$ cat src/rtl/raster_line_run_detector_assert.svh
// Assertion macros used by the raster line run detector front end.
// Each macro expects clk and rst_n in the scope where it is used.
`ifndef RASTER_LINE_RUN_DETECTOR_ASSERT_SVH
`define RASTER_LINE_RUN_DETECTOR_ASSERT_SVH

// Same-cycle implication, checked outside reset.
`define RLD_ASSERT_IMP(label, ante, cons, msg) \
    label: assert property (@(posedge clk) disable iff (!rst_n) (ante) |-> (cons)) \
        else $error(msg);

// Next-cycle implication, checked outside reset.
`define RLD_ASSERT_NEXT(label, ante, cons, msg) \
    label: assert property (@(posedge clk) disable iff (!rst_n) (ante) |=> (cons)) \
        else $error(msg);

`endif

$ cat src/rtl/rld_pkg.sv
// Shared types and constants of the raster line run detector.
// Used by the front end, back end and top level; depends on nothing.
`default_nettype none

package rld_pkg;

    localparam int COLOR_BITS = 4;
    localparam int LINE_W     = 5;
    localparam int LEN_W      = 6;
    localparam int CFG_W      = 6;
    localparam int DIM_W      = 9;
    localparam int NUM_SLOTS  = 4;

    typedef logic [COLOR_BITS-1:0] color_t;
    typedef logic [LINE_W-1:0]     line_t;
    typedef logic [LEN_W-1:0]      len_t;
    typedef logic [CFG_W-1:0]      cfg_val_t;
    typedef logic [DIM_W-1:0]      dim_t;
    typedef logic [1:0]            slot_t;
    typedef logic [1:0]            reg_idx_t;

    localparam reg_idx_t REG_GRID_WIDTH  = 2'd0;
    localparam reg_idx_t REG_GRID_HEIGHT = 2'd1;
    localparam reg_idx_t REG_MIN_RUN     = 2'd2;

    localparam cfg_val_t GRID_WIDTH_RESET  = 6'd32;
    localparam cfg_val_t GRID_HEIGHT_RESET = 6'd32;
    localparam cfg_val_t MIN_RUN_RESET     = 6'd3;

    localparam slot_t SLOT_VCHG  = 2'd0;
    localparam slot_t SLOT_HCHG  = 2'd1;
    localparam slot_t SLOT_HEDGE = 2'd2;
    localparam slot_t SLOT_VEDGE = 2'd3;

    localparam logic DIR_HORZ = 1'b0;
    localparam logic DIR_VERT = 1'b1;

    typedef struct packed {
        cfg_val_t grid_width;
        cfg_val_t grid_height;
        cfg_val_t min_run;
    } cfg_t;

    typedef struct packed {
        color_t color;
        line_t  line;
        line_t  start;
        len_t   length;
    } run_t;

    typedef struct packed {
        logic [NUM_SLOTS-1:0] mask;
        run_t [NUM_SLOTS-1:0] runs;
    } desc_t;

    typedef struct packed {
        logic   direction;
        color_t color;
        line_t  line;
        line_t  start;
        len_t   length;
        logic   last;
    } result_t;

    function automatic logic run_ok(color_t color, len_t length, cfg_val_t min_run);
        return (color != '0) && (length >= min_run);
    endfunction

endpackage

`default_nettype wire

$ cat src/rtl/rld_fifo.sv
// Small synchronous FIFO used for the run descriptor queue and the result queue.
// Stand-alone; no package dependency.
`default_nettype none

module rld_fifo #(
    parameter int WIDTH = 8,
    parameter int DEPTH = 2
) (
    input  wire logic             clk,
    input  wire logic             rst_n,
    input  wire logic             wr_en,
    input  wire logic [WIDTH-1:0] wr_data,
    output logic                  full,
    input  wire logic             rd_en,
    output logic [WIDTH-1:0]      rd_data,
    output logic                  empty
);

    localparam int PW = $clog2(DEPTH);
    localparam int CNT_W = $clog2(DEPTH + 1);

    logic [WIDTH-1:0] mem_reg [DEPTH];
    logic [PW-1:0]    wr_ptr_reg, wr_ptr_next;
    logic [PW-1:0]    rd_ptr_reg, rd_ptr_next;
    logic [CNT_W-1:0] count_reg, count_next;
    logic             push_ok, pop_ok;

    assign full    = (count_reg == CNT_W'(DEPTH));
    assign empty   = (count_reg == '0);
    assign push_ok = wr_en && !full;
    assign pop_ok  = rd_en && !empty;
    assign rd_data = mem_reg[rd_ptr_reg];

    always_comb
    begin
        wr_ptr_next = wr_ptr_reg;
        rd_ptr_next = rd_ptr_reg;
        count_next  = count_reg;
        if (push_ok)
        begin
            wr_ptr_next = (wr_ptr_reg == PW'(DEPTH - 1)) ? '0 : wr_ptr_reg + 1'b1;
        end
        if (pop_ok)
        begin
            rd_ptr_next = (rd_ptr_reg == PW'(DEPTH - 1)) ? '0 : rd_ptr_reg + 1'b1;
        end
        case ({push_ok, pop_ok})
            2'b10:   count_next = count_reg + 1'b1;
            2'b01:   count_next = count_reg - 1'b1;
            default: count_next = count_reg;
        endcase
    end

    always_ff @(posedge clk or negedge rst_n)
    begin
        if (!rst_n)
        begin
            wr_ptr_reg <= '0;
            rd_ptr_reg <= '0;
            count_reg  <= '0;
        end
        else
        begin
            wr_ptr_reg <= wr_ptr_next;
            rd_ptr_reg <= rd_ptr_next;
            count_reg  <= count_next;
        end
    end

    always_ff @(posedge clk)
    begin
        if (push_ok)
        begin
            mem_reg[wr_ptr_reg] <= wr_data;
        end
    end

endmodule

`default_nettype wire

$ cat src/rtl/rld_front.sv
// Front end: accepts pixels, tracks raster position and horizontal runs,
// and resolves vertical runs through the per-column store. Uses rld_pkg.
`default_nettype none
`include "raster_line_run_detector_assert.svh"

module rld_front #(
    parameter int MAX_W = 32,
    parameter int MAX_H = 32
) (
    input  wire logic                   clk,
    input  wire logic                   rst_n,
    input  wire logic                   push,
    input  wire rld_pkg::color_t        pix,
    output logic                        full,
    input  wire rld_pkg::cfg_t          cfg,
    input  wire logic                   q_full,
    output logic                        q_push,
    output rld_pkg::desc_t              q_data
);

    localparam int CW    = $clog2(MAX_W);
    localparam int RW    = $clog2(MAX_H);
    localparam int CB    = rld_pkg::COLOR_BITS;
    localparam int ENT_W = CB + RW;
    localparam rld_pkg::dim_t MAX_W_D = rld_pkg::dim_t'(MAX_W);
    localparam rld_pkg::dim_t MAX_H_D = rld_pkg::dim_t'(MAX_H);

    logic [ENT_W-1:0] store_mem [MAX_W];

    logic [CW-1:0]   col_pos_reg, col_pos_next;
    logic [RW-1:0]   row_pos_reg, row_pos_next;
    rld_pkg::color_t hrun_color_reg, hrun_color_next;
    logic [CW-1:0]   hrun_start_reg, hrun_start_next;

    logic            a_valid_reg;
    rld_pkg::desc_t  a_desc_reg, a_desc_next;
    rld_pkg::color_t a_pix_reg;
    logic [CW-1:0]   a_col_reg;
    logic [RW-1:0]   a_row_reg;
    logic            a_last_row_reg;

    logic [ENT_W-1:0] rd_data_reg;
    logic [ENT_W-1:0] byp_data_reg;
    logic             byp_hit_reg;

    rld_pkg::dim_t   w_eff, h_eff;
    rld_pkg::dim_t   col_d, row_d, row_a, c_d, r_d, col_inc, row_inc;
    logic            acc, a_leave, wrap_col, at_row_end, last_row, first_col, hchg_hit;
    logic [CW-1:0]   c_cur;
    logic [RW-1:0]   r_cur;

    logic [ENT_W-1:0] ent, wr_data;
    rld_pkg::color_t  vcol, vcol_new;
    logic [RW-1:0]    vstart, vstart_new;
    logic             first_row, vchg_hit;

    always_comb
    begin
        if (cfg.grid_width == '0)
            w_eff = rld_pkg::dim_t'(1);
        else if (rld_pkg::dim_t'(cfg.grid_width) > MAX_W_D)
            w_eff = MAX_W_D;
        else
            w_eff = rld_pkg::dim_t'(cfg.grid_width);

        if (cfg.grid_height == '0)
            h_eff = rld_pkg::dim_t'(1);
        else if (rld_pkg::dim_t'(cfg.grid_height) > MAX_H_D)
            h_eff = MAX_H_D;
        else
            h_eff = rld_pkg::dim_t'(cfg.grid_height);
    end

    assign full    = a_valid_reg && q_full;
    assign acc     = push && !full;
    assign a_leave = a_valid_reg && !q_full;
    assign q_push  = a_leave;

    // Position of the incoming pixel, including wrap after a size change.
    always_comb
    begin
        col_d      = rld_pkg::dim_t'(col_pos_reg);
        row_d      = rld_pkg::dim_t'(row_pos_reg);
        wrap_col   = (col_d >= w_eff);
        row_a      = wrap_col ? row_d + 1'b1 : row_d;
        r_d        = (row_a >= h_eff) ? '0 : row_a;
        c_d        = wrap_col ? '0 : col_d;
        c_cur      = c_d[CW-1:0];
        r_cur      = r_d[RW-1:0];
        col_inc    = c_d + 1'b1;
        row_inc    = r_d + 1'b1;
        at_row_end = (col_inc == w_eff);
        last_row   = (row_inc == h_eff);
        first_col  = (c_d == '0);

        if (at_row_end)
        begin
            col_pos_next = '0;
            row_pos_next = (row_inc >= h_eff) ? '0 : row_inc[RW-1:0];
        end
        else
        begin
            col_pos_next = col_inc[CW-1:0];
            row_pos_next = r_cur;
        end
    end

    // Horizontal runs are settled here, on accept.
    always_comb
    begin
        hchg_hit        = !first_col && (pix != hrun_color_reg);
        hrun_color_next = (first_col || hchg_hit) ? pix : hrun_color_reg;
        if (first_col)
            hrun_start_next = '0;
        else if (hchg_hit)
            hrun_start_next = c_cur;
        else
            hrun_start_next = hrun_start_reg;

        a_desc_next = '0;
        a_desc_next.runs[rld_pkg::SLOT_HCHG].color  = hrun_color_reg;
        a_desc_next.runs[rld_pkg::SLOT_HCHG].line   = rld_pkg::line_t'(r_d);
        a_desc_next.runs[rld_pkg::SLOT_HCHG].start  =
            rld_pkg::line_t'(rld_pkg::dim_t'(hrun_start_reg));
        a_desc_next.runs[rld_pkg::SLOT_HCHG].length =
            rld_pkg::len_t'(c_d - rld_pkg::dim_t'(hrun_start_reg));
        a_desc_next.mask[rld_pkg::SLOT_HCHG] = hchg_hit &&
            rld_pkg::run_ok(a_desc_next.runs[rld_pkg::SLOT_HCHG].color,
                            a_desc_next.runs[rld_pkg::SLOT_HCHG].length, cfg.min_run);

        a_desc_next.runs[rld_pkg::SLOT_HEDGE].color  = hrun_color_next;
        a_desc_next.runs[rld_pkg::SLOT_HEDGE].line   = rld_pkg::line_t'(r_d);
        a_desc_next.runs[rld_pkg::SLOT_HEDGE].start  =
            rld_pkg::line_t'(rld_pkg::dim_t'(hrun_start_next));
        a_desc_next.runs[rld_pkg::SLOT_HEDGE].length =
            rld_pkg::len_t'(w_eff - rld_pkg::dim_t'(hrun_start_next));
        a_desc_next.mask[rld_pkg::SLOT_HEDGE] = at_row_end &&
            rld_pkg::run_ok(a_desc_next.runs[rld_pkg::SLOT_HEDGE].color,
                            a_desc_next.runs[rld_pkg::SLOT_HEDGE].length, cfg.min_run);
    end

    // Vertical runs are settled in the store stage, from the registered column entry.
    always_comb
    begin
        ent        = byp_hit_reg ? byp_data_reg : rd_data_reg;
        vcol       = ent[CB-1:0];
        vstart     = ent[ENT_W-1:CB];
        first_row  = (a_row_reg == '0);
        vchg_hit   = !first_row && (a_pix_reg != vcol);
        vcol_new   = (first_row || vchg_hit) ? a_pix_reg : vcol;
        if (first_row)
            vstart_new = '0;
        else if (vchg_hit)
            vstart_new = a_row_reg;
        else
            vstart_new = vstart;
        wr_data    = {vstart_new, vcol_new};

        q_data = a_desc_reg;
        q_data.runs[rld_pkg::SLOT_VCHG].color  = vcol;
        q_data.runs[rld_pkg::SLOT_VCHG].line   = rld_pkg::line_t'(rld_pkg::dim_t'(a_col_reg));
        q_data.runs[rld_pkg::SLOT_VCHG].start  = rld_pkg::line_t'(rld_pkg::dim_t'(vstart));
        q_data.runs[rld_pkg::SLOT_VCHG].length =
            rld_pkg::len_t'(rld_pkg::dim_t'(a_row_reg) - rld_pkg::dim_t'(vstart));
        q_data.mask[rld_pkg::SLOT_VCHG] = vchg_hit &&
            rld_pkg::run_ok(vcol, q_data.runs[rld_pkg::SLOT_VCHG].length, cfg.min_run);

        q_data.runs[rld_pkg::SLOT_VEDGE].color  = vcol_new;
        q_data.runs[rld_pkg::SLOT_VEDGE].line   = rld_pkg::line_t'(rld_pkg::dim_t'(a_col_reg));
        q_data.runs[rld_pkg::SLOT_VEDGE].start  = rld_pkg::line_t'(rld_pkg::dim_t'(vstart_new));
        q_data.runs[rld_pkg::SLOT_VEDGE].length =
            rld_pkg::len_t'(h_eff - rld_pkg::dim_t'(vstart_new));
        q_data.mask[rld_pkg::SLOT_VEDGE] = a_last_row_reg &&
            rld_pkg::run_ok(vcol_new, q_data.runs[rld_pkg::SLOT_VEDGE].length, cfg.min_run);
    end

    always_ff @(posedge clk or negedge rst_n)
    begin
        if (!rst_n)
        begin
            col_pos_reg    <= '0;
            row_pos_reg    <= '0;
            hrun_color_reg <= '0;
            hrun_start_reg <= '0;
            a_valid_reg    <= 1'b0;
            byp_hit_reg    <= 1'b0;
        end
        else
        begin
            if (acc)
            begin
                col_pos_reg    <= col_pos_next;
                row_pos_reg    <= row_pos_next;
                hrun_color_reg <= hrun_color_next;
                hrun_start_reg <= hrun_start_next;
                a_valid_reg    <= 1'b1;
                byp_hit_reg    <= a_leave && (a_col_reg == c_cur);
            end
            else if (a_leave)
            begin
                a_valid_reg <= 1'b0;
            end
        end
    end

    always_ff @(posedge clk)
    begin
        if (acc)
        begin
            a_desc_reg     <= a_desc_next;
            a_pix_reg      <= pix;
            a_col_reg      <= c_cur;
            a_row_reg      <= r_cur;
            a_last_row_reg <= last_row;
            byp_data_reg   <= wr_data;
        end
    end

    always_ff @(posedge clk)
    begin
        if (a_leave)
        begin
            store_mem[a_col_reg] <= wr_data;
        end
        if (acc)
        begin
            rd_data_reg <= store_mem[c_cur];
        end
    end

    `RLD_ASSERT_NEXT(a_fill_on_accept, acc, a_valid_reg, "accepted pixel did not reach the store stage")
    `RLD_ASSERT_NEXT(a_hold_on_stall, a_valid_reg && q_full, a_valid_reg && $stable(a_col_reg) && $stable(a_pix_reg), "stalled pixel changed")
    `RLD_ASSERT_IMP(no_vchg_first_row, q_push && (a_row_reg == '0), !q_data.mask[rld_pkg::SLOT_VCHG], "vertical run reported on the first row")

endmodule

`default_nettype wire

$ cat src/rtl/rld_back.sv
// Back end: expands each run descriptor into its results in report order.
// Uses rld_pkg; reads the descriptor queue and fills the result queue.
`default_nettype none

module rld_back (
    input  wire logic            clk,
    input  wire logic            rst_n,
    input  wire logic            q_empty,
    input  wire rld_pkg::desc_t  q_data,
    output logic                 q_pop,
    input  wire logic            o_full,
    output logic                 o_push,
    output rld_pkg::result_t     o_data
);

    localparam int NS = rld_pkg::NUM_SLOTS;

    logic [NS-1:0]   done_reg, done_next;
    logic [NS-1:0]   pending, sel_bit, rest;
    rld_pkg::slot_t  sel;
    logic            has_run;

    always_comb
    begin
        pending = q_data.mask & ~done_reg;
        sel     = '0;
        for (int i = NS - 1; i >= 0; i--)
        begin
            if (pending[i])
                sel = rld_pkg::slot_t'(i);
        end
        sel_bit = NS'(1) << sel;
        rest    = pending & ~sel_bit;
        has_run = |pending;

        o_push = !q_empty && has_run && !o_full;
        q_pop  = !q_empty && (!has_run || (o_push && (rest == '0)));

        if (q_pop)
            done_next = '0;
        else if (o_push)
            done_next = done_reg | sel_bit;
        else
            done_next = done_reg;

        o_data.direction = ((sel == rld_pkg::SLOT_VCHG) || (sel == rld_pkg::SLOT_VEDGE)) ?
                           rld_pkg::DIR_VERT : rld_pkg::DIR_HORZ;
        o_data.color     = q_data.runs[sel].color;
        o_data.line      = q_data.runs[sel].line;
        o_data.start     = q_data.runs[sel].start;
        o_data.length    = q_data.runs[sel].length;
        o_data.last      = (rest == '0);
    end

    always_ff @(posedge clk or negedge rst_n)
    begin
        if (!rst_n)
        begin
            done_reg <= '0;
        end
        else
        begin
            done_reg <= done_next;
        end
    end

endmodule

`default_nettype wire

$ cat src/rtl/raster_line_run_detector.sv
// Top level of the raster line run detector: configuration registers,
// front end, descriptor queue, back end and result queue. Uses rld_pkg.
//
// Pixels enter in raster order at up to one per clock while full is low; each
// pixel costs one read and one write of the per-column run store, whose read is
// registered, so the front end is a two-stage pipeline. The back end emits one
// result per clock while the result queue has room and pops a descriptor only
// after its last reportable run, so a pixel that ends several runs can hold back
// the input. A result goes from the store stage through the descriptor queue
// and the back end into the result queue. The column store needs no clearing
// pass: row 0 ignores the entry that it reads and overwrites it.
`default_nettype none

module raster_line_run_detector #(
    parameter int MAX_W = 32,
    parameter int MAX_H = 32
) (
    input  wire logic                  clk,
    input  wire logic                  rst_n,
    input  wire logic                  push,
    output logic                       full,
    input  wire rld_pkg::color_t       pixel_color,
    output logic                       empty,
    input  wire logic                  pop,
    output logic                       direction,
    output rld_pkg::color_t            run_color,
    output rld_pkg::line_t             line_index,
    output rld_pkg::line_t             run_start,
    output rld_pkg::len_t              run_length,
    output logic                       last_of_item,
    input  wire logic                  cfg_valid,
    output logic                       cfg_ready,
    input  wire rld_pkg::reg_idx_t     cfg_index,
    input  wire rld_pkg::cfg_val_t     cfg_data
);

    rld_pkg::cfg_t    cfg_reg;
    rld_pkg::desc_t   q_in, q_head;
    rld_pkg::result_t o_in, o_head;
    logic             q_push, q_full, q_pop, q_empty;
    logic             o_push, o_full;

    assign cfg_ready = 1'b1;

    always_ff @(posedge clk or negedge rst_n)
    begin
        if (!rst_n)
        begin
            cfg_reg.grid_width  <= rld_pkg::GRID_WIDTH_RESET;
            cfg_reg.grid_height <= rld_pkg::GRID_HEIGHT_RESET;
            cfg_reg.min_run     <= rld_pkg::MIN_RUN_RESET;
        end
        else if (cfg_valid && cfg_ready)
        begin
            unique case (cfg_index)
                rld_pkg::REG_GRID_WIDTH:  cfg_reg.grid_width  <= cfg_data;
                rld_pkg::REG_GRID_HEIGHT: cfg_reg.grid_height <= cfg_data;
                rld_pkg::REG_MIN_RUN:     cfg_reg.min_run     <= cfg_data;
                default:                  ;
            endcase
        end
    end

    rld_front #(
        .MAX_W (MAX_W),
        .MAX_H (MAX_H)
    ) u_front (
        .clk    (clk),
        .rst_n  (rst_n),
        .push   (push),
        .pix    (pixel_color),
        .full   (full),
        .cfg    (cfg_reg),
        .q_full (q_full),
        .q_push (q_push),
        .q_data (q_in)
    );

    rld_fifo #(
        .WIDTH ($bits(rld_pkg::desc_t)),
        .DEPTH (2)
    ) u_desc_q (
        .clk     (clk),
        .rst_n   (rst_n),
        .wr_en   (q_push),
        .wr_data (q_in),
        .full    (q_full),
        .rd_en   (q_pop),
        .rd_data (q_head),
        .empty   (q_empty)
    );

    rld_back u_back (
        .clk     (clk),
        .rst_n   (rst_n),
        .q_empty (q_empty),
        .q_data  (q_head),
        .q_pop   (q_pop),
        .o_full  (o_full),
        .o_push  (o_push),
        .o_data  (o_in)
    );

    rld_fifo #(
        .WIDTH ($bits(rld_pkg::result_t)),
        .DEPTH (2)
    ) u_out_q (
        .clk     (clk),
        .rst_n   (rst_n),
        .wr_en   (o_push),
        .wr_data (o_in),
        .full    (o_full),
        .rd_en   (pop),
        .rd_data (o_head),
        .empty   (empty)
    );

    assign direction    = o_head.direction;
    assign run_color    = o_head.color;
    assign line_index   = o_head.line;
    assign run_start    = o_head.start;
    assign run_length   = o_head.length;
    assign last_of_item = o_head.last;

endmodule

`default_nettype wire
$ cat config.mk
export PLATFORM = sky130hd
export DESIGN_NAME = raster_line_run_detector
export DESIGN_NICKNAME = d
export VERILOG_FILES = /design/src/rtl/rld_pkg.sv /design/src/rtl/rld_fifo.sv /design/src/rtl/rld_front.sv /design/src/rtl/rld_back.sv /design/src/rtl/raster_line_run_detector.sv
export VERILOG_INCLUDE_DIRS = /design/src /design/src/rtl
export SDC_FILE = /design/constraint.sdc
export NUM_CORES = 1
export LEC_CHECK = 0
export BUFFER_PORTS_ARGS = -buffer_cell sky130_fd_sc_hd__buf_2
export CAP_MARGIN = 20
export CORE_ASPECT_RATIO = 1.75
export CORE_UTILIZATION = 30
export CTS_CLUSTER_DIAMETER = 150
export CTS_CLUSTER_SIZE = 25
export DETAILED_ROUTE_END_ITERATION = 7
export GPL_ROUTABILITY_DRIVEN = 0
export GPL_TIMING_DRIVEN = 0
export PLACE_DENSITY = 0.48
export SLEW_MARGIN = 20
export SYNTH_ARGS = -nofsm -noshare
export SYNTH_HDL_FRONTEND = slang
export SYNTH_SLANG_ARGS = --single-unit
$ cat constraint.sdc
create_clock -name clk -period 9.6 [get_ports clk]
set_input_delay 1.92 -clock clk [delete_from_list [all_inputs] [get_ports clk]]
set_output_delay 1.92 -clock clk [all_outputs]
set_load 0.01 [all_outputs]
; After elaboration in Yosys (flattened, before gate mapping)
; Memories as Yosys holds them, arrays and structs flattened. A register that Yosys moved wholly into a read port is not among the register bits.
; Index checks and enable logic that the tools add are counted.
[totals]
wordCells = 171
ram_bits = 500
register_bits = 107
output_inout_bits = 25
mem_count = 3
inputBits = 17
[classes]
order_cmp = 10
n_addsub = 15
n_mux = 40
n_reduce_logical = 55
n_bitwise = 5
shifts = 1
n_eq_ne = 14
[memory_table]
columns = name, words, width, read_ports, rd_ports_with_merged_regs, wr, line
row1 = u_front.store_mem, 32, 9, 1, 1, 1, rld_front.sv:28  ; logic [ENT_W-1:0] store_mem [MAX_W];
row2 = u_desc_q.mem_reg, 2, 84, 1, 0, 1, rld_fifo.sv:22  ; logic [WIDTH-1:0] mem_reg [DEPTH];
row3 = u_out_q.mem_reg, 2, 22, 1, 0, 1, rld_fifo.sv:22
[ops]
columns = op, count
row1 = 20-bit binary-select mux with 2-bit select, 1
row2 = 5-bit two-way mux, 8
row3 = 9-bit two-way mux, 3
row4 = 6-bit >= comparator, 4
row5 = 6-bit two-way mux, 4
row6 = 1-bit logical AND, 22
row7 = 20-bit two-way mux, 1
row8 = "9-bit by 1-bit adder with 9-bit output, second input constant", 2
row9 = 9-bit by 6-bit equality test with 1-bit output, 2
row10 = 9-bit by 6-bit >= comparator with 1-bit output, 2
row11 = 6-bit by 5-bit subtractor with 6-bit output, 3
row12 = 4-bit two-way mux, 4
row13 = 4-bit nonzero test, 4
row14 = 1-bit two-way mux, 13
row15 = "2-bit equality test, second input constant", 6
row16 = "6-bit greater-than comparator, second input constant", 2
row17 = 6-bit logical NOT, 2
row18 = 9-bit logical NOT, 1
row19 = 4-bit bitwise AND, 2
row20 = 1-bit logical NOT, 8
row21 = 2-bit logical NOT, 4
row22 = 2-bit two-way mux, 4
row23 = 4-bit inequality test, 2
row24 = 4-bit NOT, 2
row25 = 18 further kinds, 34

; Depth between registers and ports, before layout
[depth]
depth_word = 16
ltp_mapped = 27
ltp_nobuf = 24

; By module
; From an unflattened synthesis, not the netlist that was laid out.
[hier_totals]
cells_unflattened = 1765
hier_area_um2 = 26854.5
[by_module_without_submodules]
columns = mod, area_per_inst_um2, instances, seq_area_each_um2, cells_per_inst
row1 = rld_front, 17083.9, 1, 11125.7, 1258
row2 = rld_fifo (u_desc_q), 6263.5, 1, 5144.9, 279
row3 = rld_fifo (u_out_q), 1788.0, 1, 1421.4, 86
row4 = rld_back, 1008.5, 1, 100.1, 101
row5 = raster_line_run_detector, 710.7, 1, 455.4, 41

; Worst setup path before layout
; Ideal clock, no wire load.
[synth_timing]
kind = register -> register
from = register cfg_reg[17] (netlist name)
to = register u_front.row_pos_reg[2]
setup_slack_ns = 4.367
stages_incl_launch_ff = 25
period_less_slack_ns = 5.233
path_buffers = 2
required_ns = 9.534
setup_ns = 0.066
t_arrival_ns = 5.167
cell_sequence = dfstp_2 > buf_2 > buf_4 > o21bai_1 > inv_1 > ha_1 > nand2b_1 > a21oi_4 > o22ai_4 > xnor2_1 > ha_1 > nand2b_1 > a21o_1 > a21oi_1 > o21ai_1 > nor4_1 > nor2b_1 > or2_2 > ha_1 > and4_1 > a211oi_1 > a21oi_1 > or3_1 > o22ai_1 > a221o_1
[synth_via]
elab_chain_cells = 11
word_cells_on_any_way = 15
classes_between = add/sub (2) / order compare (4) / eq/ne (1) / mux (7) / reduce/logical (1)
[synth_lines]
columns = element, line
row1 = "start, declared", raster_line_run_detector.sv:37  ; rld_pkg::cfg_t cfg_reg;
row2 = 6-bit greater-than comparator, rld_front.sv:61  ; else if (rld_pkg::dim_t'(cfg.grid_width) > MAX_W_D)
row3 = 6-bit two-way mux, rld_front.sv:61
row4 = 6-bit two-way mux *, rld_front.sv:59  ; if (cfg.grid_width == '0)
row5 = 5-bit by 6-bit >= comparator with 1-bit output, rld_front.sv:84  ; wrap_col = (col_d >= w_eff);
row6 = 9-bit two-way mux, rld_front.sv:85  ; row_a = wrap_col ? row_d + 1'b1 : row_d;
row7 = 9-bit by 6-bit >= comparator with 1-bit output, rld_front.sv:86  ; r_d = (row_a >= h_eff) ? '0 : row_a;
row8 = 9-bit two-way mux, rld_front.sv:86
row9 = 9-bit by 1-bit adder with 9-bit output, rld_front.sv:91  ; row_inc = r_d + 1'b1;
row10 = 9-bit by 6-bit >= comparator with 1-bit output, rld_front.sv:99  ; row_pos_next = (row_inc >= h_eff) ? '0 : row_inc[RW-1:0];
row11 = 5-bit two-way mux, rld_front.sv:99
row12 = 5-bit two-way mux *, rld_front.sv:96  ; if (at_row_end)
row13 = "end signal, assigned", rld_front.sv:193  ; row_pos_reg <= row_pos_next;
row14 = "end, declared", rld_front.sv:31  ; logic [RW-1:0] row_pos_reg, row_pos_next;
; Mark *: on every way between the ends. The rest lies on a longest branch, timed or not.
; A chain may end at the register's enable or synchronous reset.

==> results.sh <==
export IMPL_cpMostUsedCell="ha_1"
export IMPL_holdCritStartpoint="u_front.q_data[24]"
export IMPL_hpwl_mm=48.40
export IMPL_vias=13809
export IMPL_rsz0062_at_grt="false"
export IMPL_maxCapViolations=0
export IMPL_fin_setup_tns_ns=0
export IMPL_layout_common_cells="edfxtp_1 (545), nand2_1 (198), nor2_1 (92)"
export IMPL_place_area_sq_um=27190
export IMPL_min_to="u_desc_q.mem_reg[1][24]"
export IMPL_die_h_microns=385.9
export IMPL_ant_nets=0
export IMPL_grt_pass1_vias=14488
export IMPL_worstMarginPinSlew_ns=1.036
export IMPL_io_pins=42
export IMPL_cts_tree="built"
export IMPL_fin_cells=2854
export IMPL_cts_path_max_buffers=3
export IMPL_area_growth_pct=10.81
export IMPL_path_buf_inv=6
export IMPL_switching_share_pct=40.77
export IMPL_p_comb_share_pct=46.9
export IMPL_totalWireLength_mm=64.63
export IMPL_synthDistinctLibCells=67
export IMPL_drtIter0Drc=834
export IMPL_grt_usage_pct=15.27
export IMPL_clock_power_share_pct=13.0
export IMPL_cts_root_buffer="clkbuf_16"
export IMPL_hold_path_class="reg -> reg"
export IMPL_seqPwrFrac_pct=40.1
export IMPL_total_power_mw=10.45
export IMPL_finalInstanceArea_sq_um=27990
export IMPL_cts_setup_buffers=0
export IMPL_finalNetCount=1859
export IMPL_fin_worst_skew_ns=0.03349
export IMPL_wl_per_cell_microns=22.65
export IMPL_layout_commonest_cell="edfxtp_1"
export IMPL_post_drt_via_cell_ratio=4.838
export IMPL_antenna_found_initial=1
export IMPL_start_util_pct=30.29
export IMPL_ys_seq_elements=596
export IMPL_ys_flop_type="edfxtp_1"
export IMPL_crit_fanout=10
export IMPL_worstSetupPathType="reg -> reg"
export IMPL_grt_pass1_wl_mm=95.71
export IMPL_drc=0
export IMPL_htreeDepth=1
export IMPL_die_x_microns=221.3
export IMPL_cts_resized=0
export IMPL_dp_cells=2804
export IMPL_synth_seq_area_share_pct=69.86
export IMPL_p_leak_nw=9.735
export IMPL_r2r_start="u_front.col_pos_reg[0]"
export IMPL_path_clk_slew_ns=0.11
export IMPL_hold_depth=0
export IMPL_whs_ns=0.4566
export IMPL_timing_final_crit_share_pct=78.47
export IMPL_yosysWarningCount=0
export IMPL_cts_sinks=596
export IMPL_fp_coreArea_sq_um=83380
export IMPL_fin_ws_ns=2.067
export IMPL_dr_pass1_iters=5
export IMPL_max_clock_freq_mhz=132.8
export IMPL_utilization_pct=33.57
export IMPL_timing_rr_end="u_front.q_data[82]"
export IMPL_slowest_delay_ns=0.59
export IMPL_antennaDiodeCount=0
export IMPL_synth_enable_flop_cells=545
export IMPL_max_slew_margin_rel_pct=30.92
export IMPL_crit_family="buffers and inverters"
export IMPL_period_minus_slack_ns=7.533
export IMPL_clk_latency_ns=0.64
export IMPL_gr_total_overflow=0
export IMPL_startpoint_type="register"
export IMPL_hold_viol=0
export IMPL_synthCells=1686
export IMPL_reg2reg_setup_slack_ns=2.07
export IMPL_pre_cts_ws_ns=1.902
export IMPL_status="finished clean"
export IMPL_peakVddDrop_mv=0.1571
export IMPL_critical_path_cell_count=25
export IMPL_async_flop_share_pct=8.557
export IMPL_numCtsBuffers=27
export IMPL_die_area_sq_um=85410
export IMPL_powerDensity_nw_per_um2=373.2
export IMPL_syn_nets=1777
export IMPL_arrival_ns=7.90
export IMPL_p_switching_mw=4.260
export IMPL_critPathRequiredTime_ns=9.97
export IMPL_slowest_stage="a21oi_1"
export IMPL_setup_viol=0
export IMPL_end_kind="register"
export IMPL_io_buffers=40
export IMPL_synth_area_sq_um=25260
export IMPL_internal_power_mw=6.188
export IMPL_drive_above_1_share_pct=12.69
export IMPL_cts_hold_buf=0
export IMPL_rows=140
export IMPL_fillCellCount=8106
export IMPL_grt_max_degree=52
export IMPL_largest_reg_flops=288
export IMPL_slew_viol_final=0
export IMPL_r2r_cells=25
export IMPL_avgSynthCellArea_sq_um=14.98
[worst max path at each step]
stage | startpoint | to | slack [ns]
after floorplan | cfg_reg[17] | u_front.row_pos_reg[2] | 4.37
after global placement | u_front.byp_hit_reg | u_desc_q.mem_reg[1][83] | 0.77
after detailed placement | u_front.col_pos_reg[0] | u_front.q_data[82] | 1.90
after CTS | u_front.col_pos_reg[0] | u_front.q_data[82] | 1.89
after global routing | u_front.col_pos_reg[0] | u_front.q_data[82] | 1.42
final | u_front.col_pos_reg[0] | u_front.q_data[82] | 2.07
[worst reg2reg max path, cell delays in order (launching register included)]
cell,delay [ns]
dfrtp_1,0.45
buf_1,0.55
inv_1,0.16
clkbuf_1,0.33
ha_1,0.38
nand2b_1,0.19
a21o_1,0.26
a21oi_1,0.60
nand2_1,0.20
clkbuf_1,0.30
clkbuf_1,0.36
ha_1,0.31
nand2_1,0.10
nor2_1,0.13
nor2_1,0.58
ha_1,0.26
inv_1,0.06
fa_1,0.46
xor2_1,0.26
ha_1,0.28
a21oi_1,0.14
nor2b_1,0.06
o21ai_0,0.14
nand2b_1,0.08
a21oi_1,0.53
nor3b_1,0.12
[logic make-up after synthesis]
| logic type | synth area share [%] |
|---|---|
| flops | 69.86 |
| mux | 8.262 |
| buf+inv | 2.229 |
| other cells | 0.01485 |
| fa+ha+maj | 3.784 |
| simple gates | 8.079 |
| compound gates | 6.103 |
| xor+xnor | 1.664 |
[synth_stat cells (19+ instances only)]
cell type  number  area (sq um)
o21ai_0        19         95.09
mux2_2         54         608.1
a31oi_1        20         125.1
mux4_2         35         788.3
ha_1           70         875.8
nor2_1         95         356.6
mux2i_1        69         690.7
a21oi_1        65         325.3
inv_1          57         214.0
xor2_1         21         183.9
nand2b_1       19         118.9
nand2_1       198         743.2
xnor2_1        27         236.5
o221ai_1       28         245.2
edfxtp_1      545         16370
dfrtp_1        47          1176
clkbuf_1       53         198.9
nand3_1        64         320.3
[power groups by stage]
stage                     Combinational (mW)  Sequential, mW  Clock, mW
after detailed placement                5.01            4.26          0
final                                   4.90            4.19       1.36
after global routing                    5.38            4.25       1.49
after floorplan                         3.11            4.16          0
after global placement                  4.80            4.29          0
after CTS                               5.02            4.20       1.41
[final cells by class]
type | instances | area, sq um | share of cell area [%]
sequential | 596 | 17650 | 63.05
multi-input combinational | 951 | 7093 | 25.34
tap | 1065 | 1333 | 4.761
clock buffer | 49 | 779.5 | 2.785
timing repair buffer | 53 | 545.5 | 1.949
buffer | 80 | 351.6 | 1.256
inverter | 59 | 221.5 | 0.7912
clock inverter | 1 | 20.02 | 0.07152
[per-layer routing]
metal | vias up | GRT usage (%) | share of wire, %
li1 | 6519 | - | -
met1 | 6917 | 14.70 | 34
met2 | 267 | 31.03 | 57
met3 | 104 | 1.346 | 2.7
met4 | 2 | 9.000 | 5.9
met5 | - | 0 | 0.020
Note: power is estimated with default switching activity, not from simulation.
